$ cat src/hw/rtl/windowed_sample_log_assert.svh
// Assertion macros used by the windowed sample log RTL.
`ifndef WINDOWED_SAMPLE_LOG_ASSERT_SVH
`define WINDOWED_SAMPLE_LOG_ASSERT_SVH

// Checks a condition at every clock edge outside reset.
`define WSL_ASSERT_NOW(label, cond) \
   label: assert property (@(posedge clock) disable iff (reset) (cond)) \
      else $error("windowed_sample_log: invariant violated");

// Checks that a condition holds in the cycle after a trigger.
`define WSL_ASSERT_NEXT(label, trig, cons) \
   label: assert property (@(posedge clock) disable iff (reset) (trig) |=> (cons)) \
      else $error("windowed_sample_log: sequence violated");

`endif

$ cat src/hw/rtl/wsl_pkg.sv
// Types and constants of the windowed sample log.
`default_nettype none

package wsl_pkg;

   localparam int DefaultDepth = 16;
   localparam int NumChannels  = 3;
   localparam int MaxResults   = 48;
   localparam int TotalWidth   = $clog2(MaxResults + 1);
   localparam int LimitWidth   = 5;
   localparam int DataWidth    = 32;

   localparam logic OP_LOG      = 1'b0;
   localparam logic OP_RETRIEVE = 1'b1;

   localparam logic [1:0] CH_TEMPERATURE = 2'd0;
   localparam logic [1:0] CH_ECG         = 2'd1;
   localparam logic [1:0] CH_PULSE       = 2'd2;
   localparam logic [1:0] CH_NONE        = 2'd3;

   typedef enum logic [1:0] {
      REG_WINDOW_START = 2'd0,
      REG_WINDOW_END   = 2'd1,
      REG_COUNT_LIMIT  = 2'd2
   } wsl_reg_type;

   typedef enum logic [2:0] {
      S_IDLE,
      S_CHAN,
      S_READ,
      S_TEST,
      S_FLUSH
   } wsl_state_type;

endpackage

`default_nettype wire

$ cat src/hw/rtl/windowed_sample_log.sv
// Top level of the windowed sample log: channel stores, scan sequencer and register port.
`default_nettype none

// Three-channel timestamped sample log. A log word whose channel is not none puts the sample
// and its timestamp into the channel's circular store and advances the write pointer. A retrieve
// word walks the selected channels in order temperature, ECG, pulse through one shared
// window comparator; each store entry read (reads stop at the count limit or the result cap)
// is a registered memory read and then the compare, each of the three channel slots is visited
// whether selected or not, and a flush state closes the scan and delivers the last word. The
// input is stalled from the time a retrieve word is taken until the last word is loaded into
// the result register, also while the result side stalls. The stores need no clearing pass:
// a valid bit per entry, cleared by reset, makes unwritten entries read as zero.

`include "windowed_sample_log_assert.svh"

module windowed_sample_log
   import wsl_pkg::*;
#(
   parameter int DEPTH = DefaultDepth
) (
   input  wire                   clock,
   input  wire                   reset,

   input  wire                   req_valid,
   output logic                  req_stall,
   input  wire                   req_opcode,
   input  wire  [1:0]            req_channel,
   input  wire  [DataWidth-1:0]  req_sample_bits,
   input  wire  [DataWidth-1:0]  req_timestamp,
   input  wire  [2:0]            req_channel_mask,

   output logic                  rsp_valid,
   input  wire                   rsp_stall,
   output logic [1:0]            rsp_out_channel,
   output logic [DataWidth-1:0]  rsp_out_timestamp,
   output logic [DataWidth-1:0]  rsp_out_sample,
   output logic                  rsp_found,
   output logic                  rsp_last,

   input  wire                   psel,
   input  wire                   penable,
   input  wire                   pwrite,
   input  wire  [3:0]            paddr,
   input  wire  [DataWidth-1:0]  pwdata,
   output logic [DataWidth-1:0]  prdata,
   output logic                  pready
);

   localparam int IdxWidth   = (DEPTH > 1) ? $clog2(DEPTH) : 1;
   localparam int AddrWidth  = 2 + IdxWidth;
   localparam int StoreDepth = NumChannels << IdxWidth;
   localparam logic [IdxWidth-1:0]   LastIdx     = IdxWidth'(DEPTH - 1);
   localparam logic [LimitWidth-1:0] DepthLimit  = LimitWidth'(DEPTH);
   localparam logic [TotalWidth-1:0] TotalLimit  = TotalWidth'(MaxResults);
   localparam logic [1:0]            ChanEnd     = 2'(NumChannels);

   logic [DataWidth-1:0]  win_start_ff;
   logic [DataWidth-1:0]  win_end_ff;
   logic [LimitWidth-1:0] count_limit_ff;
   logic                  csr_write;
   wsl_reg_type           csr_index;

   logic [2*DataWidth-1:0] store_ff [StoreDepth];
   logic [StoreDepth-1:0]  entry_valid_ff;
   logic [IdxWidth-1:0]    wp_ff [NumChannels];
   logic [2*DataWidth-1:0] rd_data_ff;
   logic                   rd_valid_ff;

   wsl_state_type         state_ff, state_in;
   logic [2:0]            mask_ff, mask_in;
   logic [1:0]            ch_ff, ch_in;
   logic [IdxWidth-1:0]   idx_ff, idx_in;
   logic [LimitWidth-1:0] sent_ff, sent_in;
   logic [TotalWidth-1:0] total_ff, total_in;

   logic                  held_valid_ff, held_valid_in;
   logic [1:0]            held_ch_ff, held_ch_in;
   logic [DataWidth-1:0]  held_ts_ff, held_ts_in;
   logic [DataWidth-1:0]  held_smp_ff, held_smp_in;

   logic                  rsp_valid_ff, rsp_valid_in;
   logic [1:0]            rsp_ch_ff, rsp_ch_in;
   logic [DataWidth-1:0]  rsp_ts_ff, rsp_ts_in;
   logic [DataWidth-1:0]  rsp_smp_ff, rsp_smp_in;
   logic                  rsp_found_ff, rsp_found_in;
   logic                  rsp_last_ff, rsp_last_in;

   logic                  accept;
   logic                  log_en;
   logic                  rd_en;
   logic [IdxWidth-1:0]   wp_sel;
   logic [IdxWidth-1:0]   wp_next;
   logic [AddrWidth-1:0]  wr_addr;
   logic [AddrWidth-1:0]  rd_addr;
   logic [LimitWidth-1:0] limit;
   logic [DataWidth-1:0]  entry_ts;
   logic [DataWidth-1:0]  entry_smp;
   logic                  hit;
   logic                  out_free;

   // Register port.
   assign pready    = 1'b1;
   assign csr_index = wsl_reg_type'(paddr[3:2]);
   assign csr_write = psel && penable && pwrite && pready;

   always_comb begin
      unique case (csr_index)
         REG_WINDOW_START: prdata = win_start_ff;
         REG_WINDOW_END:   prdata = win_end_ff;
         REG_COUNT_LIMIT:  prdata = DataWidth'(count_limit_ff);
         default:          prdata = '0;
      endcase
   end

   always_ff @(posedge clock) begin
      if (reset) begin
         win_start_ff   <= '0;
         win_end_ff     <= '1;
         count_limit_ff <= LimitWidth'(16);
      end else if (csr_write) begin
         unique case (csr_index)
            REG_WINDOW_START: win_start_ff   <= pwdata;
            REG_WINDOW_END:   win_end_ff     <= pwdata;
            REG_COUNT_LIMIT:  count_limit_ff <= pwdata[LimitWidth-1:0];
            default: begin
            end
         endcase
      end
   end

   assign limit = (count_limit_ff > DepthLimit) ? DepthLimit : count_limit_ff;

   // Log path.
   assign accept = req_valid && !req_stall;
   assign log_en = accept && (req_opcode == OP_LOG) && (req_channel != CH_NONE);

   always_comb begin
      unique case (req_channel)
         CH_TEMPERATURE: wp_sel = wp_ff[0];
         CH_ECG:         wp_sel = wp_ff[1];
         CH_PULSE:       wp_sel = wp_ff[2];
         default:        wp_sel = '0;
      endcase
   end

   assign wp_next = (wp_sel == LastIdx) ? '0 : wp_sel + 1'b1;
   assign wr_addr = {req_channel, wp_sel};
   assign rd_addr = {ch_ff, idx_ff};
   assign rd_en   = (state_ff == S_READ) && (sent_ff < limit) && (total_ff < TotalLimit);

   always_ff @(posedge clock) begin
      if (reset) begin
         entry_valid_ff <= '0;
         for (int c = 0; c < NumChannels; c++) begin
            wp_ff[c] <= '0;
         end
      end else if (log_en) begin
         entry_valid_ff[wr_addr] <= 1'b1;
         wp_ff[req_channel]      <= wp_next;
      end
   end

   always_ff @(posedge clock) begin
      if (log_en) begin
         store_ff[wr_addr] <= {req_timestamp, req_sample_bits};
      end
      if (rd_en) begin
         rd_data_ff  <= store_ff[rd_addr];
         rd_valid_ff <= entry_valid_ff[rd_addr];
      end
   end

   // Shared window comparator.
   assign entry_ts  = rd_valid_ff ? rd_data_ff[2*DataWidth-1:DataWidth] : '0;
   assign entry_smp = rd_valid_ff ? rd_data_ff[DataWidth-1:0] : '0;
   assign hit       = (entry_ts >= win_start_ff) && (entry_ts <= win_end_ff);
   assign out_free  = !rsp_valid_ff || !rsp_stall;

   assign req_stall = (state_ff != S_IDLE);

   // Scan sequencer. A found entry waits in the held stage until the next one shows up or
   // the scan ends, so that the final word can carry last.
   always_comb begin
      state_in      = state_ff;
      mask_in       = mask_ff;
      ch_in         = ch_ff;
      idx_in        = idx_ff;
      sent_in       = sent_ff;
      total_in      = total_ff;
      held_valid_in = held_valid_ff;
      held_ch_in    = held_ch_ff;
      held_ts_in    = held_ts_ff;
      held_smp_in   = held_smp_ff;
      rsp_valid_in  = rsp_valid_ff && rsp_stall;
      rsp_ch_in     = rsp_ch_ff;
      rsp_ts_in     = rsp_ts_ff;
      rsp_smp_in    = rsp_smp_ff;
      rsp_found_in  = rsp_found_ff;
      rsp_last_in   = rsp_last_ff;

      unique case (state_ff)
         S_IDLE: begin
            if (accept && (req_opcode == OP_RETRIEVE)) begin
               mask_in       = req_channel_mask;
               ch_in         = CH_TEMPERATURE;
               total_in      = '0;
               held_valid_in = 1'b0;
               state_in      = S_CHAN;
            end
         end
         S_CHAN: begin
            if (ch_ff == ChanEnd) begin
               state_in = S_FLUSH;
            end else if (mask_ff[ch_ff]) begin
               sent_in  = '0;
               idx_in   = '0;
               state_in = S_READ;
            end else begin
               ch_in = ch_ff + 1'b1;
            end
         end
         S_READ: begin
            if (rd_en) begin
               state_in = S_TEST;
            end else begin
               ch_in    = ch_ff + 1'b1;
               state_in = S_CHAN;
            end
         end
         S_TEST: begin
            if (!hit || !held_valid_ff || out_free) begin
               if (hit) begin
                  if (held_valid_ff) begin
                     rsp_valid_in = 1'b1;
                     rsp_ch_in    = held_ch_ff;
                     rsp_ts_in    = held_ts_ff;
                     rsp_smp_in   = held_smp_ff;
                     rsp_found_in = 1'b1;
                     rsp_last_in  = 1'b0;
                  end
                  held_valid_in = 1'b1;
                  held_ch_in    = ch_ff;
                  held_ts_in    = entry_ts;
                  held_smp_in   = entry_smp;
                  sent_in       = sent_ff + 1'b1;
                  total_in      = total_ff + 1'b1;
               end
               if (idx_ff == LastIdx) begin
                  ch_in    = ch_ff + 1'b1;
                  state_in = S_CHAN;
               end else begin
                  idx_in   = idx_ff + 1'b1;
                  state_in = S_READ;
               end
            end
         end
         S_FLUSH: begin
            if (out_free) begin
               rsp_valid_in  = 1'b1;
               rsp_ch_in     = held_valid_ff ? held_ch_ff : CH_TEMPERATURE;
               rsp_ts_in     = held_valid_ff ? held_ts_ff : '0;
               rsp_smp_in    = held_valid_ff ? held_smp_ff : '0;
               rsp_found_in  = held_valid_ff;
               rsp_last_in   = 1'b1;
               held_valid_in = 1'b0;
               state_in      = S_IDLE;
            end
         end
         default: begin
            state_in = S_IDLE;
         end
      endcase
   end

   always_ff @(posedge clock) begin
      if (reset) begin
         state_ff      <= S_IDLE;
         mask_ff       <= '0;
         ch_ff         <= '0;
         idx_ff        <= '0;
         sent_ff       <= '0;
         total_ff      <= '0;
         held_valid_ff <= 1'b0;
         rsp_valid_ff  <= 1'b0;
      end else begin
         state_ff      <= state_in;
         mask_ff       <= mask_in;
         ch_ff         <= ch_in;
         idx_ff        <= idx_in;
         sent_ff       <= sent_in;
         total_ff      <= total_in;
         held_valid_ff <= held_valid_in;
         rsp_valid_ff  <= rsp_valid_in;
      end
   end

   always_ff @(posedge clock) begin
      held_ch_ff   <= held_ch_in;
      held_ts_ff   <= held_ts_in;
      held_smp_ff  <= held_smp_in;
      rsp_ch_ff    <= rsp_ch_in;
      rsp_ts_ff    <= rsp_ts_in;
      rsp_smp_ff   <= rsp_smp_in;
      rsp_found_ff <= rsp_found_in;
      rsp_last_ff  <= rsp_last_in;
   end

   assign rsp_valid         = rsp_valid_ff;
   assign rsp_out_channel   = rsp_ch_ff;
   assign rsp_out_timestamp = rsp_ts_ff;
   assign rsp_out_sample    = rsp_smp_ff;
   assign rsp_found         = rsp_found_ff;
   assign rsp_last          = rsp_last_ff;

   `WSL_ASSERT_NOW(a_empty_is_last, !(rsp_valid_ff && !rsp_found_ff) || rsp_last_ff)
   `WSL_ASSERT_NOW(a_total_capped, total_ff <= TotalLimit)
   `WSL_ASSERT_NEXT(a_retrieve_starts, accept && (req_opcode == OP_RETRIEVE), state_ff == S_CHAN)
   `WSL_ASSERT_NEXT(a_hit_is_held, (state_ff == S_TEST) && hit && (!held_valid_ff || out_free), held_valid_ff)

endmodule

`default_nettype wire

$ cat config.mk
export PLATFORM = sky130hd
export DESIGN_NAME = windowed_sample_log
export DESIGN_NICKNAME = d
export VERILOG_FILES = /design/src/hw/rtl/wsl_pkg.sv /design/src/hw/rtl/windowed_sample_log.sv
export VERILOG_INCLUDE_DIRS = /design/src /design/src/hw/rtl
export SDC_FILE = /design/constraint.sdc
export NUM_CORES = 2
export LEC_CHECK = 0
export BUFFER_PORTS_ARGS = -buffer_cell sky130_fd_sc_hd__buf_2
export CORE_UTILIZATION = 30
export CTS_CLUSTER_DIAMETER = 40
export DETAILED_ROUTE_END_ITERATION = 10
export GPL_ROUTABILITY_DRIVEN = 0
export SLEW_MARGIN = 0
export SYNTH_ARGS = -nofsm -noshare
export SYNTH_HDL_FRONTEND = slang
export SYNTH_SLANG_ARGS = --single-unit
$ cat constraint.sdc
create_clock -name clock -period 10.8 [get_ports clock]
set_input_delay 1.62 -clock clock [delete_from_list [all_inputs] [get_ports clock]]
set_output_delay 1.62 -clock clock [all_outputs]
set_load 0.005 [all_outputs]
==> reports/qor.txt <==
Initial Utilization - 0.302
Die H - 664 um
Clk Latency, worst-skew pair - 0.95 ns
Max Cap Viol - 0
Core Area - 435000 sq um
Global Route Usage Sum - 0.151
Hold Path Stages - 2
DR vias/cell - 5.10
Hold slack - 0.471 ns
Synth Flop Type - edfxtp_1
Pleak - 47.4 nW
Most numerous cell in the Yosys netlist - edfxtp_1
Final ANT Viol Nets - 0
Clock buffer count from CTS - 424
Vias in the first global route - 64400
Worst EP arrival - 5.75 ns
Crit path launch type - flop
Clk_skew - 0.0626 ns
Rows - 242
RSZ-0062 raised after global routing - no
Synthesized flop and latch total - 3425
Pint - 23.4 mW
Unique masters post-synth - 66
Worst-path clk slew - 0.06 ns
Crit path capture type - flop
Hold Path Sink - entry_valid_ff[11]
Port Buf Inserts - 212
Synthesized area - 132000 sq um
Asr flop ratio synth - 0
Root Buffer - clkbuf_16
Hold_buf cts - 0
Status - completed
Final Setup Violations - 0
Max VDD drop - 0.131 mV
WP buf/inv - 3
Clock share of power - 0.485
Top post-synthesis cells by count - 3283 x edfxtp_1, 975 x mux4_2, 230 x nand2_1
Required time worst endpoint - 11.34 ns
First-pass GRT wire length - 483 mm
Detailed Place HPWL - 185 mm
Crit share post-route - 0.482
Least-Margin Pin Slew - 1.36 ns
Area occupied by multi-input gates - 29000 sq um
Layout cell share with drive strength beyond 1 - 0.316
Final hold viol count - 0
Residual DRC count - 0
Logic pwr share - 0.020
R2R Path Start - rd_valid_ff
Initial antenna violation count - 62
Sw Share - 0.208
Area contributors post-synth - edfxtp_1 75%, mux4_2 17%, dfxtp_1 2.2%
Layout net count - 6544
Drt total wl - 343 mm
CP Cell Sequence - buf_4 > and2_1 > ha_1 > nand4_1 > or4_1 > nor4_1 > o21ai_1 > nand3_2 > and2_2 > nor2_1 > a221oi_4 > buf_4 > buf_4
CTS Sinks - 3425
Post-synth EDFFs - 3283
CTS resizes - 0
CP Class - reg2reg
R2R depth - 13
Pwr/cell area - 191 nW/um^2
CP max FO - 70
Switch Pwr - 6.13 mW
Die area - 441000 sq um
Synth Net Count - 6055
Largest net degree at the start of global routing - 122
Vias - 63600
Fin. max-slew vios - 0
Top Ports - 216
First-pass iteration count of the detailed router - 8
Die Wd - 664 um
Layout area overhead - 17.7%
CTS tree - done
Final WS setup - 5.59 ns
Initial DRC count - 7666
Top delay family on crit path - simple AND/OR/NAND/NOR gates
Post-layout minimum cycle time - 5.21 ns
Clock Path Buffers - 4
CP max-delay cell - buf_4
Min-delay src - entry_valid_ff[11]
R2R setup slack - 5.59 ns
Slew margin rel. - 0.0931
Delay of the slowest critical-path stage - 0.67 ns
HP Class - reg2reg
Crit-path most repeated cell - buf_4
Yosys top cell area share - 0.749
Worst R2R End - rsp_out_sample[12]
F_max - 192 MHz
Routed WL per cell - 27.6 um
Setup TNS - 0 ns
Setup Buffers After CTS - 0
Avg Inst Size Synth - 22.4 sq um
Htree depth - 5
Register area - 101000 sq um
Fill cells - 39500
Yosys top cell by area - edfxtp_1
Seq pwr share - 0.495
Synthesized instance count - 5871
Sequential share of the synthesized area - 0.771
Post-place setup slack - 4.93 ns
Remaining Overflow, GRT - 0
YS warnings - 0
[state kept, by name, summed over array words and instances, names as in the netlist, 5 cells and up]
name / flops
rsp_out_timestamp: 32
count_limit_ff: 5
rsp_out_sample: 32
rd_data_ff: 64
win_end_ff: 32
held_smp_ff: 32
held_ts_ff: 32
win_start_ff: 32
store_ff: 3072
total_ff: 6
entry_valid_ff: 48
sent_ff: 5
wp_ff: 12
[per-stage QoR]
step	power, mW	cells	utilization	cell area, sq um
global placement	15.4	11700	0.322	140000
global route	30.3	12500	0.355	155000
floorplan	15.1	5871	-	132000
finish	29.5	12500	0.355	155000
CTS	29.7	12400	0.355	155000
detailed placement	15.5	11700	0.322	140000
[final cells by class]
type	instances	area share
diodes	17	0.000275
clock buffers	479	0.0710
clock inverters	302	0.0225
inverters	76	0.00188
multi-input cells	2067	0.187
flip-flops and latches	3425	0.656
well taps	5734	0.0464
repair buffers	366	0.0152
[worst max path at each step]
stage	depth (start not counted)	end	start	slack (ns)
2_1_floorplan	11	rsp_found	rd_valid_ff	2.61
3_3_place_gp	7	store_ff[22][0]	req_opcode	4.98
3_5_place_dp	7	store_ff[21][17]	req_opcode	4.93
4_1_cts	13	rsp_out_sample[12]	rd_valid_ff	5.47
5_1_grt	13	rsp_out_sample[12]	rd_valid_ff	5.35
6_report	13	rsp_out_sample[12]	rd_valid_ff	5.59
[layout by cell type, fill, tap and decap left out, types with 10 or more instances in the layout]
| cell | n |
|---|---|
| a21oi_1 | 67 |
| and2_1 | 66 |
| buf_12 | 10 |
| buf_2 | 211 |
| buf_4 | 145 |
| bufinv_16 | 50 |
| clkbuf_1 | 45 |
| clkbuf_16 | 430 |
| clkinv_1 | 44 |
| clkinv_2 | 60 |
| clkinv_4 | 39 |
| clkinvlp_4 | 39 |
| dfxtp_1 | 136 |
| diode_2 | 17 |
| edfxtp_1 | 3283 |
| ha_1 | 71 |
| inv_1 | 72 |
| inv_6 | 43 |
| mux2i_1 | 114 |
| mux4_2 | 975 |
| nand2_1 | 230 |
| nand3_1 | 20 |
| nand4_1 | 15 |
| nor2_1 | 156 |
| nor2_4 | 49 |
| nor2b_1 | 70 |
| nor3_1 | 12 |
| o211ai_1 | 32 |
| o21ai_0 | 80 |
[power by group through the flow]
stage                     Clock [mW]  Combinational, mW  Sequential, mW
after floorplan                    0              0.279            14.9
after global placement             0              0.566            14.9
after detailed placement           0              0.590            14.9
after CTS                       14.5              0.591            14.6
after global routing            15.1              0.632            14.6
final                           14.3              0.585            14.6
[metal layers]
layer,wire (um),vias to the layer above,GRT usage
li1,-,25700,-
met1,141000,34500,0.208
met2,164000,2890,0.245
met3,30400,527,0.0334
met4,8050,34,0.0375
met5,218,-,0
[worst min-delay path: cells and delay by family (launching register included)]
family	cells	cell delay, ns
flops	1	0.32
simple gates	2	0.12
[cells by family (layout without fill, tap and decap cells)]
group,Yosys count,after routing,share of synthesized area
xor gates and xnor gates,1,1,0.0000666
DFF,3425,3425,0.771
adders and majority gates,71,71,0.00675
other,1,18,0.0000285
AOI/OAI and AO/OA,233,233,0.0106
muxes,1098,1098,0.176
and+or+nand+nor,663,663,0.0233
buffers and inverters,379,1223,0.0117
No activity file was read; power rests on OpenSTA's default activity.
